[config.mk]
export PLATFORM = sky130hd
export DESIGN_NAME = pbsc_class
export DESIGN_NICKNAME = d
export VERILOG_FILES = /design/src/hw/rtl/pbsc_pkg.sv /design/src/hw/rtl/pbsc_class.sv
export SDC_FILE = /design/constraint.sdc
export NUM_CORES = 1
export LEC_CHECK = 0
export BUFFER_PORTS_ARGS = -buffer_cell sky130_fd_sc_hd__buf_2
export CAP_MARGIN = 40
export CORE_ASPECT_RATIO = 0.9
export CORE_UTILIZATION = 42
export DETAILED_ROUTE_END_ITERATION = 7
export PLACE_DENSITY_LB_ADDON = 0.12
export REMOVE_ABC_BUFFERS = 1
export SYNTH_ARGS = -nofsm -noshare
export SYNTH_HDL_FRONTEND = slang
export SYNTH_SLANG_ARGS = --single-unit
export TNS_END_PERCENT = 10
[constraint.sdc]
create_clock -name clock -period 5.1 [get_ports clock]
set_clock_uncertainty 0.2 [all_clocks]
set_input_delay 0.255 -clock clock [delete_from_list [all_inputs] [get_ports clock]]
set_output_delay 0.255 -clock clock [all_outputs]
set_load 0.005 [all_outputs]
[src/hw/rtl/pbsc_pkg.sv]
// ----------------------------------------------------------------------------
// pbsc_pkg
// Shared types and codes for the plane / box / sphere classifier: request and
// response payloads, pipeline stage records, opcodes, region codes and
// register indexes.
// ----------------------------------------------------------------------------
package pbsc_pkg;

   localparam logic [2:0] OP_BOX    = 3'd0;
   localparam logic [2:0] OP_SPHERE = 3'd1;
   localparam logic [2:0] OP_POINT  = 3'd2;
   localparam logic [2:0] OP_NDOT   = 3'd3;
   localparam logic [2:0] OP_HDOT   = 3'd4;

   localparam logic [1:0] REGION_FRONT = 2'd0;
   localparam logic [1:0] REGION_BACK  = 2'd1;
   localparam logic [1:0] REGION_CROSS = 2'd2;
   localparam logic [1:0] REGION_NONE  = 2'd3;

   localparam logic [1:0] CSR_NORMAL_X = 2'd0;
   localparam logic [1:0] CSR_NORMAL_Y = 2'd1;
   localparam logic [1:0] CSR_NORMAL_Z = 2'd2;
   localparam logic [1:0] CSR_OFFSET   = 2'd3;

   typedef struct packed {
      logic        [2:0]  opcode;
      logic signed [31:0] a_x;
      logic signed [31:0] a_y;
      logic signed [31:0] a_z;
      logic signed [31:0] b_x;
      logic signed [31:0] b_y;
      logic signed [31:0] b_z;
      logic signed [31:0] extra;
   } req_type;

   typedef struct packed {
      logic signed [47:0] signed_value;
      logic        [1:0]  region;
   } rsp_type;

   typedef struct packed {
      logic signed [17:0] normal_x;
      logic signed [17:0] normal_y;
      logic signed [17:0] normal_z;
      logic signed [31:0] offset;
   } plane_type;

   typedef struct packed {
      logic               valid;
      logic        [2:0]  opcode;
      logic signed [31:0] near_x;
      logic signed [31:0] near_y;
      logic signed [31:0] near_z;
      logic signed [31:0] far_x;
      logic signed [31:0] far_y;
      logic signed [31:0] far_z;
      logic signed [31:0] extra;
   } stg1_type;

   typedef struct packed {
      logic               valid;
      logic        [2:0]  opcode;
      logic signed [49:0] pn_x;
      logic signed [49:0] pn_y;
      logic signed [49:0] pn_z;
      logic signed [49:0] pf_x;
      logic signed [49:0] pf_y;
      logic signed [49:0] pf_z;
      logic signed [63:0] off_ext;
      logic signed [31:0] extra;
   } stg2_type;

   typedef struct packed {
      logic               valid;
      logic        [2:0]  opcode;
      logic signed [63:0] near_sum;
      logic signed [63:0] far_sum;
      logic signed [47:0] radius;
   } stg3_type;

endpackage

[src/hw/rtl/pbsc_class.sv]
// ----------------------------------------------------------------------------
// pbsc_class
// Classify stage: region decision by opcode, floor to Q16.16 and saturate
// the value to 48 bits; drives the response register and its strobe.
// ----------------------------------------------------------------------------
module pbsc_class (
   input  logic               clock,
   input  logic               reset,
   input  pbsc_pkg::stg3_type stg3,
   output logic               rsp_valid,
   output pbsc_pkg::rsp_type  rsp_data
);
   import pbsc_pkg::*;

   logic               valid_ff;
   rsp_type            rsp_ff;
   rsp_type            rsp_in;
   logic signed [63:0] shifted;
   logic signed [63:0] rad_wide;

   always_comb begin
      shifted  = stg3.near_sum >>> 16;
      rad_wide = 64'(stg3.radius);
      if (shifted[63:47] == {17{shifted[63]}}) begin
         rsp_in.signed_value = shifted[47:0];
      end else if (shifted[63]) begin
         rsp_in.signed_value = {1'b1, 47'b0};
      end else begin
         rsp_in.signed_value = {1'b0, {47{1'b1}}};
      end
      case (stg3.opcode)
         OP_BOX: begin
            if (stg3.near_sum > 64'sd0) begin
               rsp_in.region = REGION_FRONT;
            end else if (stg3.far_sum < 64'sd0) begin
               rsp_in.region = REGION_BACK;
            end else begin
               rsp_in.region = REGION_CROSS;
            end
         end
         OP_SPHERE: begin
            if (stg3.near_sum > rad_wide) begin
               rsp_in.region = REGION_FRONT;
            end else if (stg3.near_sum < -rad_wide) begin
               rsp_in.region = REGION_BACK;
            end else begin
               rsp_in.region = REGION_CROSS;
            end
         end
         default: rsp_in.region = REGION_NONE;
      endcase
   end

   always_ff @(posedge clock) begin
      if (reset) begin
         valid_ff <= 1'b0;
      end else begin
         valid_ff <= stg3.valid;
      end
      rsp_ff <= rsp_in;
   end

   assign rsp_valid = valid_ff;
   assign rsp_data  = rsp_ff;

endmodule

==> metrics.yaml <==
detailed_routing:
  antenna_left: 0
  routedWlPerCell_um: 15.9
  viasPerCell: 5.32
  num_vias: 5312
  drt_iter0_markers: 282
  drc: 0
  totalWireLength_mm: 15.9
  firstDrtPassIters: 5
setup_path:
  cp.arrival_ns: 4.60
  crit_chain: "buf_2 -> or4_1 -> or4_1 -> nor3_2 -> nor2b_4 -> nand2_4 -> nor4_4 -> nand3_4 -> nand2_1 -> ha_1 -> nand4_1 -> nor4_1 -> buf_4 -> nand2_1 -> o2111ai_1 -> nor3_1 -> a31o_2 -> a21oi_1 -> nor3_1"
  critPathKind: "in -> reg"
  end_kind: "register"
  crit_slowest_cell: "or4_1"
  critPathLaunchType: "primary input"
  crit_buf_inv: 2
  required_ns: 5.11
  cp_top_family: "simple AND/OR/NAND/NOR gates"
  max_stage_delay_ns: 0.58
  cp_max_fo: 9
global_routing:
  grt_pass1_wl_mm: 25.4
  grt_usage: 0.256
  grt_max_degree: 34
  grt_pass1_vias: 5179
  antenna_found_initial: 1
  grt.overflow.total: 0
pwr:
  ir_drop_uv: 179
  power.switching_uw: 397
  p_sw_frac: 0.316
  p_int_uw: 860
  power_leakage_uw: 0.00329
  clockPowerShare: 0.332
  pwr-share-comb: 0.328
  total_power_uw: 1260
  power_density_mw_per_mm2: 184
  seqPwrFrac: 0.339
synthesis:
  async_reset_ff_frac: 0
  synthCells: 613
  synthFlopType: "dfxtp_1"
  yosys_warnings: 0
  ys_ff_latch: 51
  syn_area_per_cell_um2: 8.28
  synthesis.area_mm2: 0.00508
  synth_edf_count: 0
  synth.distinct_cells: 45
  yosysSeqAreaShare: 0.201
clock_network:
  cts_tree: "done"
  numCtsBuffers: 5
  cts_sinks: 51
  path_clk_slew_ns: 0.08
  cts_buffer_depth: 2
  cts-root-buf: "clkbuf_16"
  htree_levels: 2
sta:
  whs_ns: 0.0517
  slew_headroom: 0.577
  min_period_over_period: 0.900
  setup_violations: 0
  slew_viol_final: 0
  grt_setup_unrepaired: "no"
  hold_viol_final: 0
  max_slew.worst_pin.slew_ns: 0.628
  fin_crit_ns: 4.59
  finalSetupTns_ns: 0
  fmax_mhz: 218
floorplan:
  initial_core_util: 0.437
  die_w_um: 118
  row_count: 37
  coreArea_mm2: 0.0116
  die_h_um: 106
  dieArea_mm2: 0.0125
  ios: 233
placed_design:
  routabilityCongestion: 0.903
  place_area_mm2: 0.00613
  port_buffers: 169
  hpwlAfterDp_mm: 12.9
cells_and_area:
  fin_nets: 1151
  drive_gt1_frac: 0.230
  layout_common_cells: "buf_2, ha_1, inv_1"
  diodes: 0
  post-route-util: 0.588
  layout_commonest_cell: "buf_2"
  area_delta_synth_final_pct: 34.6
  fin_area_mm2: 0.00684
run:
  cap_violations: 0
status:
  status: "complete, no violations"
min_path:
  hp-class: "in -> reg"
sequential cells by signal (all words and copies together) (netlist names):
name	cells
rsp_valid	1
rsp_data	50
synth_stat cells, types with 3 or more instances:
library cell | instances | share of area
a21o_1 | 5 | 0.0074
o21ai_0 | 34 | 0.034
nor4_1 | 35 | 0.043
a21oi_1 | 55 | 0.054
a221oi_1 | 5 | 0.0086
o211ai_1 | 3 | 0.0044
nand4_1 | 37 | 0.046
nor2b_1 | 5 | 0.0062
nor3_1 | 19 | 0.019
nor2_1 | 23 | 0.017
inv_1 | 57 | 0.042
dfxtp_1 | 51 | 0.20
xnor2_1 | 41 | 0.071
nand2b_1 | 4 | 0.0049
ha_1 | 128 | 0.32
nand2_1 | 55 | 0.041
nand3_1 | 19 | 0.019
a211oi_1 | 3 | 0.0044
cells by family after synthesis:
family,count (synthesis),synth area share
and+or+nand+nor,213,0.226
adders and majority gates,128,0.315
AOI/OAI and AO/OA,116,0.131
buffers and inverters,61,0.0481
DFF,51,0.201
xor gates and xnor gates,43,0.0757
muxes,1,0.00222
per-stage QoR:
stage,cells,setup slack (ns)
final,998,0.511
after global routing,998,0.106
after CTS,997,0.407
after detailed placement,939,0.106
after global placement,939,0.186
after floorplan,609,0.635
worst paths after layout:
check / from / end / cells after the start
worst max-delay path: stg3[23] / rsp_data[0]$_DFF_P_ / 19
worst min-delay path: stg3[176] / rsp_data[0]$_DFF_P_ / 3
what timing repair did:
| action | CTS | global route |
|---|---|---|
| buffers inserted | 0 | 0 |
| endpoints found under the setup margin | 0 | 1 |
| endpoints found under the hold margin | 49 | 0 |
| resized for setup | 0 | 1 |
| hold buffers | 50 | 0 |
layer usage:
metal	vias to the layer above	wire length, um	global-route usage
li1	2737	-	-
met1	2395	7450	0.336
met2	170	7350	0.436
met3	10	944	0.0418
met4	0	156	0.0632
met5	-	0	0
area by class of cell:
type	count	area (um2)
well taps	156	195
clock buffers	6	139
clock inverters	2	38.8
repair buffers	225	1410
flip-flops and latches	51	1020
inverters	57	214
fillers	1036	4780
multi-input cells	501	3820
power groups by stage:
stage	sequential [uW]	clock [uW]	combinational (uW)
final	427	418	413
after global routing	429	442	465
after CTS	426	428	407
after detailed placement	436	0	373
after global placement	435	0	360
after floorplan	440	0	206
Power figures use the tool's default switching activity.
