### config.mk
export PLATFORM = sky130hd
export DESIGN_NAME = pbsc_sum
export DESIGN_NICKNAME = d
export VERILOG_FILES = /design/src/hw/rtl/pbsc_pkg.sv /design/src/hw/rtl/pbsc_sum.sv
export SDC_FILE = /design/constraint.sdc
export NUM_CORES = 1
export LEC_CHECK = 0
export BUFFER_PORTS_ARGS = -buffer_cell sky130_fd_sc_hd__buf_2
export CORE_AREA = 5 5 260 262
export CTS_CLUSTER_SIZE = 10
export DETAILED_ROUTE_END_ITERATION = 10
export DIE_AREA = 0 0 265 267
export HOLD_SLACK_MARGIN = 0.15
export PLACE_DENSITY_LB_ADDON = 0.05
export SLEW_MARGIN = 10
export SYNTH_ARGS = -nofsm -noshare
export SYNTH_HDL_FRONTEND = slang
export SYNTH_SLANG_ARGS = --single-unit
### constraint.sdc
create_clock -name clock -period 7.2 [get_ports clock]
set_input_delay 1.08 -clock clock [delete_from_list [all_inputs] [get_ports clock]]
set_output_delay 1.08 -clock clock [all_outputs]
set_load 0.02 [all_outputs]
### src/hw/rtl/pbsc_pkg.sv
// ----------------------------------------------------------------------------
// pbsc_pkg
// Shared types and codes for the plane / box / sphere classifier: request and
// response payloads, pipeline stage records, opcodes, region codes and
// register indexes.
// ----------------------------------------------------------------------------
package pbsc_pkg;

   localparam logic [2:0] OP_BOX    = 3'd0;
   localparam logic [2:0] OP_SPHERE = 3'd1;
   localparam logic [2:0] OP_POINT  = 3'd2;
   localparam logic [2:0] OP_NDOT   = 3'd3;
   localparam logic [2:0] OP_HDOT   = 3'd4;

   localparam logic [1:0] REGION_FRONT = 2'd0;
   localparam logic [1:0] REGION_BACK  = 2'd1;
   localparam logic [1:0] REGION_CROSS = 2'd2;
   localparam logic [1:0] REGION_NONE  = 2'd3;

   localparam logic [1:0] CSR_NORMAL_X = 2'd0;
   localparam logic [1:0] CSR_NORMAL_Y = 2'd1;
   localparam logic [1:0] CSR_NORMAL_Z = 2'd2;
   localparam logic [1:0] CSR_OFFSET   = 2'd3;

   typedef struct packed {
      logic        [2:0]  opcode;
      logic signed [31:0] a_x;
      logic signed [31:0] a_y;
      logic signed [31:0] a_z;
      logic signed [31:0] b_x;
      logic signed [31:0] b_y;
      logic signed [31:0] b_z;
      logic signed [31:0] extra;
   } req_type;

   typedef struct packed {
      logic signed [47:0] signed_value;
      logic        [1:0]  region;
   } rsp_type;

   typedef struct packed {
      logic signed [17:0] normal_x;
      logic signed [17:0] normal_y;
      logic signed [17:0] normal_z;
      logic signed [31:0] offset;
   } plane_type;

   typedef struct packed {
      logic               valid;
      logic        [2:0]  opcode;
      logic signed [31:0] near_x;
      logic signed [31:0] near_y;
      logic signed [31:0] near_z;
      logic signed [31:0] far_x;
      logic signed [31:0] far_y;
      logic signed [31:0] far_z;
      logic signed [31:0] extra;
   } stg1_type;

   typedef struct packed {
      logic               valid;
      logic        [2:0]  opcode;
      logic signed [49:0] pn_x;
      logic signed [49:0] pn_y;
      logic signed [49:0] pn_z;
      logic signed [49:0] pf_x;
      logic signed [49:0] pf_y;
      logic signed [49:0] pf_z;
      logic signed [63:0] off_ext;
      logic signed [31:0] extra;
   } stg2_type;

   typedef struct packed {
      logic               valid;
      logic        [2:0]  opcode;
      logic signed [63:0] near_sum;
      logic signed [63:0] far_sum;
      logic signed [47:0] radius;
   } stg3_type;

endpackage

### src/hw/rtl/pbsc_sum.sv
// ----------------------------------------------------------------------------
// pbsc_sum
// Sum stage: exact near and far corner distances at 2^-32 scale, with the
// offset term chosen by opcode, and the radius scaled for the sphere test.
// ----------------------------------------------------------------------------
module pbsc_sum (
   input  logic                clock,
   input  logic                reset,
   input  pbsc_pkg::plane_type plane,
   input  pbsc_pkg::stg2_type  stg2,
   output pbsc_pkg::stg3_type  stg3
);
   import pbsc_pkg::*;

   stg3_type           stg3_ff;
   stg3_type           stg3_in;
   logic signed [63:0] off_wide;
   logic signed [63:0] near_term;
   logic signed [63:0] near_dot;
   logic signed [63:0] far_dot;

   always_comb begin
      off_wide = {{16{plane.offset[31]}}, plane.offset, 16'b0};
      near_dot = 64'(stg2.pn_x) + 64'(stg2.pn_y) + 64'(stg2.pn_z);
      far_dot  = 64'(stg2.pf_x) + 64'(stg2.pf_y) + 64'(stg2.pf_z);
      case (stg2.opcode)
         OP_HDOT: near_term = stg2.off_ext;
         OP_NDOT: near_term = '0;
         default: near_term = off_wide;
      endcase
      stg3_in.valid    = stg2.valid;
      stg3_in.opcode   = stg2.opcode;
      stg3_in.near_sum = near_dot + near_term;
      stg3_in.far_sum  = far_dot + off_wide;
      stg3_in.radius   = {stg2.extra, 16'b0};
      if (stg2.opcode > OP_HDOT) begin
         stg3_in.near_sum = '0;
      end
   end

   always_ff @(posedge clock) begin
      if (reset) begin
         stg3_ff <= '0;
      end else begin
         stg3_ff <= stg3_in;
      end
   end

   assign stg3 = stg3_ff;

endmodule

==> flow_summary.ini, run 1 <==
[logic_synthesis]
synth_edf_count = 0
synth_compound_area_share_pct = 17.08
synth-async-reset-ratio_pct = 0
synth_top_family_by_area = adder cells
synthFlopType = dfxtp_1
muxShareOfSynthArea_pct = 0.4525
yosys.area.top_type_share_pct = 23.24
netlist_area_um2 = 17140
yosysTopAreaCell = fa_1
synth_area_leaders = fa_1, dfxtp_1, inv_1, ha_1, a21oi_1
ys_seq_elements = 153
yosysSeqAreaShare_pct = 17.87
yosys.area_share.simple_pct = 12.22
synth_cell_types = 86
avgSynthCellArea_um2 = 8.172
synth_xor_xnor_area_share_pct = 4.700
syn-instance-count = 2098
ys_warn_count = 0
synth_adder_area_share_pct = 32.65

[die]
die_y_um = 267
ios = 668
initial_utilization_pct = 26.31
die_x_um = 265
die_area_um2 = 70760
coreArea_um2 = 65160
rows = 94

[worst_setup_path]
path_buf_inv = 2
critical-path-top-delay-family = compound AO/OA/AOI/OAI gates
critPathSlowestCell = fa_1
startpoint_type = input port
cp.required_ps = 7540
crit_arrival_ps = 5960
max_stage_delay_ps = 520
criticalPathCategory = in -> reg
end_kind = flop
path_cells = buf_2, or2_2, nor2_4, nor2_4, a22oi_1, fa_1, inv_1, ha_1, a21o_1, a21o_1, a21oi_1, o2bb2ai_1, a211oi_1, o311a_1, o211ai_1, a31oi_1, xor2_1, nor2_1
crit_fanout = 24

[final_layout]
syn_to_final_growth_pct = 25.67
drive_above_1_share_pct = 25.34
final_common_cell = buf_2
fill_cells = 7157
finalNetCount = 3463
final_cell_mix = buf_2, inv_1, fa_1
stdcell_area_um2 = 21540
final_util_pct = 33.07
final_cells = 3529
largest_reg_flops = 153

[grt]
grt_pass1_wl_um = 94660
grt_remaining_overflow = 0
grt_pass1_vias = 16980
antenna_found_initial = 9
grt_util_all_layers_pct = 17.15
grt_start_max_net_pins = 90

[sta]
relSlewSlack_pct = 29.59
tightest_slew_ps = 1050
fmax_mhz = 178.0
finalSetupViolations = 0
finalSetupTns_ps = 0
hold_slack_ps = 792.3
post-route-min-period_ps = 5616
rsz0062_at_grt = false
hold_viol = 0
maxSlewViolCount = 0
timing.final.crit_share_pct = 78.01
finalWorstSetupSlack_ps = 1584

[pwr]
p_total_mw = 6.244
seq_power_share_pct = 18.8
power_density_nw_per_um2 = 289.8
clkPwrFrac_pct = 15.2
p_sw_share_pct = 49.42
p_comb_share_pct = 65.9
p_leak_nw = 12.17
p_sw_mw = 3.085
p_int_mw = 3.158
ir_drop_mv = 0.1711

[place]
portBuffers = 597
placedCellCount = 3492
dp_hpwl_um = 55120
post-place-ws_ps = 932.5
routabilityCongestion = 0.8861
post_dp_cell_area_um2 = 20910

[drt]
firstDrtPassIters = 4
ant_nets = 0
routed.top_layer = met5
first_iter_violations = 486
dr_wl_met2_um = 32320
wl_um = 62140
wl_met1_um = 24990
drt-wirelength-per-cell_um = 17.61
drc = 0
wl_met3_um = 3369
viasPerCell = 4.356
vias = 15370

[cts]
postCtsSetupRepairBufs = 0
numCtsBuffers = 17
cts.sinks = 153
cts_tree = done
cts_max_level = 4
cts_resized = 0
cts_root_buf = clkbuf_16
clkTransAtPathRegs_ps = 90
ctsHoldBuffers = 0
ctsLongestPathBuffers = 2

[worst_hold_path]
worstHoldPathType = in -> reg
worstHoldStart = stg2[31]
min_to = stg3[47]
min_path_cells = 2

[outcome]
outcome = finished, final reports clean

[run]
cap_violations = 0
-- power by group through the flow --
| stage | Clock [mW] | Combinational (mW) | Sequential, mW |
|---|---|---|---|
| 2_1_floorplan | 0 | 2.58 | 1.51 |
| 3_3_place_gp | 0 | 4.19 | 1.20 |
| 3_5_place_dp | 0 | 4.16 | 1.20 |
| 4_1_cts | 0.994 | 4.19 | 1.18 |
| 5_1_grt | 1.02 | 4.62 | 1.20 |
| 6_report | 0.950 | 4.12 | 1.18 |
-- cells in the mapped netlist (all sizes together) (15+ instances only) --
cell / number
a21o: 80
a21oi: 134
a22oi: 30
and2: 28
and3: 19
buf: 35
clkbuf: 55
dfxtp: 153
fa: 199
ha: 129
inv: 567
nand2: 78
nand3: 25
nand4: 29
nor2: 143
nor2b: 51
nor3: 20
o21a: 15
o21ai: 54
o21bai: 23
xnor2: 50
xor2: 42
-- metal layers --
metal	vias to the layer above	GRT usage, %
met5	-	0
met2	345	30.97
met1	7300	20.06
met3	68	4.508
met4	6	4.909
li1	7652	-
-- final cells by class --
| cell class | count | area, um^2 | area share [%] |
|---|---|---|---|
| Multi-Input combinational cell | 1303 | 11590 | 53.80 |
| Antenna cell | 5 | 12.51 | 0.05808 |
| Timing Repair Buffer | 605 | 3050 | 14.16 |
| Tap cell | 864 | 1081 | 5.018 |
| Clock buffer | 17 | 425.4 | 1.975 |
| Inverter | 567 | 2128 | 9.879 |
| Clock inverter | 15 | 193.9 | 0.9002 |
| Sequential cell | 153 | 3063 | 14.22 |
-- worst max path at each step --
stage	from	to	slack, ps	cells past startpoint
2_1_floorplan	stg2[396]	stg3[174]	2070	19
3_3_place_gp	stg2[396]	stg3[171]	970	18
3_5_place_dp	stg2[396]	stg3[171]	930	18
4_1_cts	stg2[396]	stg3[171]	1460	18
5_1_grt	stg2[396]	stg3[155]	1280	17
6_report	stg2[396]	stg3[171]	1580	18
-- kinds of logic (layout without fill, tap and decap cells) --
group,count (synthesis),after routing
muxes,7,7
other,1,21
DFF,153,153
and+or+nand+nor,426,426
AOI/OAI and AO/OA,434,434
xor gates and xnor gates,92,92
adders and majority gates,328,328
buffers and inverters,657,1204
Power figures use the tool's default switching activity.
==> run 2: changes to the inputs <==
--- a/config.mk
+++ b/config.mk
@@ -5,11 +5,12 @@
 export SDC_FILE = /design/constraint.sdc
 export NUM_CORES = 1
 export LEC_CHECK = 0
+export ABC_AREA = 1
 export BUFFER_PORTS_ARGS = -buffer_cell sky130_fd_sc_hd__buf_2
-export CORE_AREA = 5 5 260 262
+export CORE_AREA = 5 5 254 256
 export CTS_CLUSTER_SIZE = 10
 export DETAILED_ROUTE_END_ITERATION = 10
-export DIE_AREA = 0 0 265 267
+export DIE_AREA = 0 0 259 261
 export HOLD_SLACK_MARGIN = 0.15
 export PLACE_DENSITY_LB_ADDON = 0.05
 export SLEW_MARGIN = 10
==> constraint.sdc (replaced) <==
create_clock -name clock -period 4.9 [get_ports clock]
set_input_delay 0.735 -clock clock [delete_from_list [all_inputs] [get_ports clock]]
set_output_delay 0.735 -clock clock [all_outputs]
set_load 0.02 [all_outputs]
==> flow_summary.ini, run 2 <==
[die]
die_area_um2 = 67600
initial_utilization_pct = 33.02
coreArea_um2 = 62270
die_y_um = 261
rows = 92
ios = 668
die_x_um = 259

[final_layout]
largest_reg_flops = 153
finalNetCount = 4767
syn_to_final_growth_pct = 22.02
final_cell_mix = inv_1, nand2_1, buf_2
final_common_cell = inv_1
final_cells = 4812
drive_above_1_share_pct = 18.11
stdcell_area_um2 = 25090
fill_cells = 7226

[pwr]
p_int_mw = 4.457
ir_drop_mv = 0.2975
p_comb_share_pct = 68.9
seq_power_share_pct = 16.9
p_sw_mw = 5.471
p_leak_nw = 16.00
clkPwrFrac_pct = 14.2
p_sw_share_pct = 55.11
power_density_nw_per_um2 = 395.7

[logic_synthesis]
synth_edf_count = 0
muxShareOfSynthArea_pct = 0
syn-instance-count = 3354
ys_seq_elements = 153
avgSynthCellArea_um2 = 6.131
netlist_area_um2 = 20560
synth_area_leaders = inv_1, fa_1, nand2_1, dfxtp_1, ha_1
synth_cell_types = 40
synth_compound_area_share_pct = 7.551
synth_common_cells = inv_1, nand2_1, nor2_1, fa_1, a21oi_1
synthFlopType = dfxtp_1
synth_top_family_by_area = simple AND/OR/NAND/NOR gates
ys_warn_count = 0
synth_adder_area_share_pct = 27.22
synth-async-reset-ratio_pct = 0
synth_most_common_cell = inv_1
yosysTopAreaCell = inv_1
yosys.area.top_type_share_pct = 20.01
yosys.area_share.simple_pct = 27.84
synth_xor_xnor_area_share_pct = 0.8944
yosysSeqAreaShare_pct = 14.90

[place]
post-place-ws_ps = 331.0
routabilityCongestion = 0.9296
placedCellCount = 4778
portBuffers = 597
dp_hpwl_um = 68940
post_dp_cell_area_um2 = 24510

[grt]
grt_start_max_net_pins = 48
grt_util_all_layers_pct = 22.52
antenna_found_initial = 2
grt_pass1_wl_um = 116200
grt_pass1_vias = 21020
grt_remaining_overflow = 0

[outcome]
outcome = finished, final reports clean

[sta]
finalWorstSetupSlack_ps = 924.8
rsz0062_at_grt = false
fmax_mhz = 251.6
timing.final.crit_share_pct = 81.13
post-route-min-period_ps = 3975
maxSlewViolCount = 0
finalSetupTns_ps = 0
hold_viol = 0
hold_slack_ps = 423.6
relSlewSlack_pct = 37.91
tightest_slew_ps = 928.1
finalSetupViolations = 0

[worst_hold_path]
min_path_cells = 3
min_to = stg3[17]
worstHoldPathType = in -> reg
worstHoldStart = stg2[1]

[worst_setup_path]
criticalPathCategory = in -> reg
crit_arrival_ps = 4390
crit_fanout = 14
cp.required_ps = 5310
end_kind = flop
startpoint_type = input port

[drt]
viasPerCell = 4.275
drc = 0
vias = 20570
firstDrtPassIters = 5
ant_nets = 0
drt-wirelength-per-cell_um = 16.03
first_iter_violations = 882
wl_um = 77140

[cts]
ctsHoldBuffers = 0
cts.sinks = 153
ctsLongestPathBuffers = 2
cts_max_level = 4
cts_resized = 0
cts_root_buf = clkbuf_16
cts_tree = done
postCtsSetupRepairBufs = 0
clkTransAtPathRegs_ps = 90
numCtsBuffers = 17

[run]
cap_violations = 0
==> run 2: logic make-up after synthesis <==
group,count (synthesis)
simple gates,1399
fa+ha+maj,328
xor+xnor,21
other cells,1
buf+inv,1155
flops,153
compound gates,297
==> run 2: layout make-up <==
type / count / area (um^2) / area share (%)
clock buffers: 17 / 425.4 / 1.695
diodes: 2 / 5.005 / 0.01995
well taps: 846 / 1059 / 4.219
flip-flops and latches: 153 / 3063 / 12.21
repair buffers: 616 / 3131 / 12.48
multi-input cells: 2061 / 13120 / 52.29
inverters: 1102 / 4136 / 16.49
clock inverters: 15 / 151.4 / 0.6034
==> run 2: critical path, cell delays in order <==
cell and delay (ps):
buf_2 130, inv_1 70, nor3_1 50, nor2_1 180, inv_1 330, buf_4 300, o21ai_0 240, buf_4 180
inv_1 50, fa_1 470, inv_1 40, ha_1 380, nand2_1 170, inv_1 80, nand2_1 70, nand2_1 60
inv_1 50, nand2_1 70, nand2_1 60, nand2_1 70, a21oi_1 290, nand3_1 120, a21oi_1 150
==> run 2: power by group through the flow <==
stage          Clock [mW]  Combinational (mW)  Sequential, mW
4_1_cts              1.46                6.92            1.68
5_1_grt              1.49                7.78            1.70
6_report             1.41                6.85            1.68
3_3_place_gp            0                6.91            1.69
3_5_place_dp            0                6.88            1.69
2_1_floorplan           0                4.25            2.09
==> run 2: routing by layer <==
layer / wire, um / track usage [%] / up-vias
met2: 38420 / 40.25 / 414
met5: 0 / 0 / -
met3: 3027 / 2.912 / 68
li1: - / - / 10770
met4: 1946 / 6.640 / 0
met1: 33740 / 28.53 / 9317
==> run 2: how the worst max path moves through the flow <==
stage	startpoint	to	slack (ps)
final	stg2[396]	stg3[169]	920
after global routing	stg2[397]	stg3[162]	500
after CTS	stg2[396]	stg3[173]	880
after detailed placement	stg2[396]	stg3[173]	330
after global placement	stg2[396]	stg3[173]	370
after floorplan	stg2[295]	stg3[174]	1240
==> run 2: through the flow <==
stage | total power, mW | utilization, %
3_5_place_dp | 8.578 | 39.36
5_1_grt | 10.97 | 40.29
4_1_cts | 10.05 | 40.28
2_1_floorplan | 6.340 | -
6_report | 9.928 | 40.29
3_3_place_gp | 8.598 | 39.36
==> run 3: changes to the inputs <==
--- a/config.mk
+++ b/config.mk
@@ -5,12 +5,12 @@
 export SDC_FILE = /design/constraint.sdc
 export NUM_CORES = 1
 export LEC_CHECK = 0
-export ABC_AREA = 1
+export ABC_AREA = 0
 export BUFFER_PORTS_ARGS = -buffer_cell sky130_fd_sc_hd__buf_2
-export CORE_AREA = 5 5 254 256
+export CORE_AREA = 5 5 260 262
 export CTS_CLUSTER_SIZE = 10
 export DETAILED_ROUTE_END_ITERATION = 10
-export DIE_AREA = 0 0 259 261
+export DIE_AREA = 0 0 265 267
 export HOLD_SLACK_MARGIN = 0.15
 export PLACE_DENSITY_LB_ADDON = 0.05
 export SLEW_MARGIN = 10
==> constraint.sdc (replaced) <==
create_clock -name clock -period 3.75 [get_ports clock]
set_input_delay 0.5625 -clock clock [delete_from_list [all_inputs] [get_ports clock]]
set_output_delay 0.5625 -clock clock [all_outputs]
set_load 0.02 [all_outputs]
==> flow_summary.ini, run 3 (same netlist as run 1, synthesis figures left out) <==
[outcome]
outcome = finished, violations left
violations = setup timing

[sta]
hold_slack_ps = 272.4
tightest_slew_ps = 1070
post-route-min-period_ps = 3906
finalSetupViolations = 24
rsz0062_at_grt = true
hold_viol = 0
relSlewSlack_pct = 28.68
finalWorstSetupSlack_ps = -156.2
timing.final.crit_share_pct = 104.2
maxSlewViolCount = 0
fmax_mhz = 256.0

[place]
routabilityCongestion = 0.9033
placedCellCount = 3895
dp_hpwl_um = 59960
portBuffers = 597
post_dp_cell_area_um2 = 24420
post-place-ws_ps = -995.9

[worst_setup_path]
crit_fanout = 16
path_buf_inv = 4
end_kind = flop
criticalPathCategory = in -> reg
critPathSlowestCell = fa_1
max_stage_delay_ps = 490
cp.required_ps = 4100
path_cells = buf_6, or2_4, nor2_4, buf_12, nor2_4, buf_12, a22o_4, fa_1, ha_4, nand2_2, or4_4, o21a_4, o311a_4, o211ai_1, buf_4, nand3_2, a21oi_2, nor3b_2
crit_arrival_ps = 4260
startpoint_type = input port
critical-path-top-delay-family = compound AO/OA/AOI/OAI gates

[grt]
grt_util_all_layers_pct = 18.60
grt_remaining_overflow = 0
grt_pass1_vias = 18750
grt_start_max_net_pins = 92
antenna_found_initial = 10
grt_pass1_wl_um = 102900

[cts]
numCtsBuffers = 17
cts_max_level = 4
cts_tree = done
cts_root_buf = clkbuf_16
ctsLongestPathBuffers = 2
cts.sinks = 153
ctsHoldBuffers = 0
clkTransAtPathRegs_ps = 90

[drt]
ant_nets = 0
drt-wirelength-per-cell_um = 17.17
vias = 17130
wl_um = 67800
firstDrtPassIters = 5
drc = 0
viasPerCell = 4.335
first_iter_violations = 545

[die]
rows = 94
die_area_um2 = 70760
die_x_um = 265
die_y_um = 267
coreArea_um2 = 65160
initial_utilization_pct = 26.31
ios = 668

[final_layout]
drive_above_1_share_pct = 42.41
final_cell_mix = buf_2, inv_1, buf_4
stdcell_area_um2 = 26380
syn_to_final_growth_pct = 53.89
finalNetCount = 3885
final_cells = 3950
final_common_cell = buf_2
multi_input_area_um2 = 12980
final_util_pct = 40.49
seq_area_um2 = 3063
largest_reg_flops = 153
fill_cells = 6886

[worst_hold_path]
worstHoldPathType = in -> reg

[run]
cap_violations = 0

[pwr]
ir_drop_mv = 0.3753
power_density_nw_per_um2 = 585.6
p_leak_nw = 14.50
-- run 3: cell count changes in the layout (fill, tap and decap cells not counted), sizes merged, moves of 30 or more --
| cell | before | now |
|---|---|---|
| a22oi | 0 | 30 |
| nand3 | 103 | 25 |
| nor2 | 320 | 143 |
| nand2 | 907 | 78 |
| a21o | 2 | 80 |
| nor2b | 0 | 51 |
| a21oi | 186 | 134 |
| inv | 1112 | 572 |
| buf | 616 | 1027 |
| xnor2 | 2 | 50 |
| o21ai | 92 | 54 |
-- run 3: final timing paths --
kind	startpoint	to	slack, ps	depth (start not counted)
max	stg2[396]	stg3[169]	-160	18
min	stg2[11]	stg3[27]	270	2
-- run 3: cell type report --
| class | instances | share of cell area, % |
|---|---|---|
| Clock inverter | 15 | 0.8110 |
| Sequential cell | 153 | 11.61 |
| Antenna cell | 4 | 0.03794 |
| Timing Repair Buffer | 1027 | 24.48 |
| Tap cell | 864 | 4.098 |
| Clock buffer | 17 | 1.612 |
| Multi-Input combinational cell | 1303 | 49.21 |
| Inverter | 567 | 8.148 |
-- run 3: stage by stage --
| step | setup TNS [ps] | power, mW |
|---|---|---|
| final | -1710 | 15.45 |
| after floorplan | -6145 | 8.194 |
| after detailed placement | -45850 | 12.63 |
| after global routing | -6355 | 16.73 |
| after CTS | -2125 | 15.20 |
| after global placement | -45320 | 12.67 |
-- run 3: power by group --
group	leakage, nW	switching, mW	internal [mW]
registers	1.27	0.188	2.12
clock network	0.306	0.980	0.921
logic	12.9	5.93	5.32
total	14.5	7.10	8.35
-- run 3: repair_timing --
action | in CTS | in global routing
cloned | 0 | 0
buffers inserted | 17 | 5
resized for setup | 119 | 108
pin swaps | 82 | 60
endpoints found under the setup margin | 53 | 59
-- run 3: metal layers --
metal / vias to the layer above / wire (um) / track usage [%]
met5: - / 47 / 0
met4: 6 / 1302 / 4.559
met3: 71 / 3587 / 4.240
met2: 399 / 35030 / 34.07
met1: 8160 / 27840 / 22.10
li1: 8489 / - / -
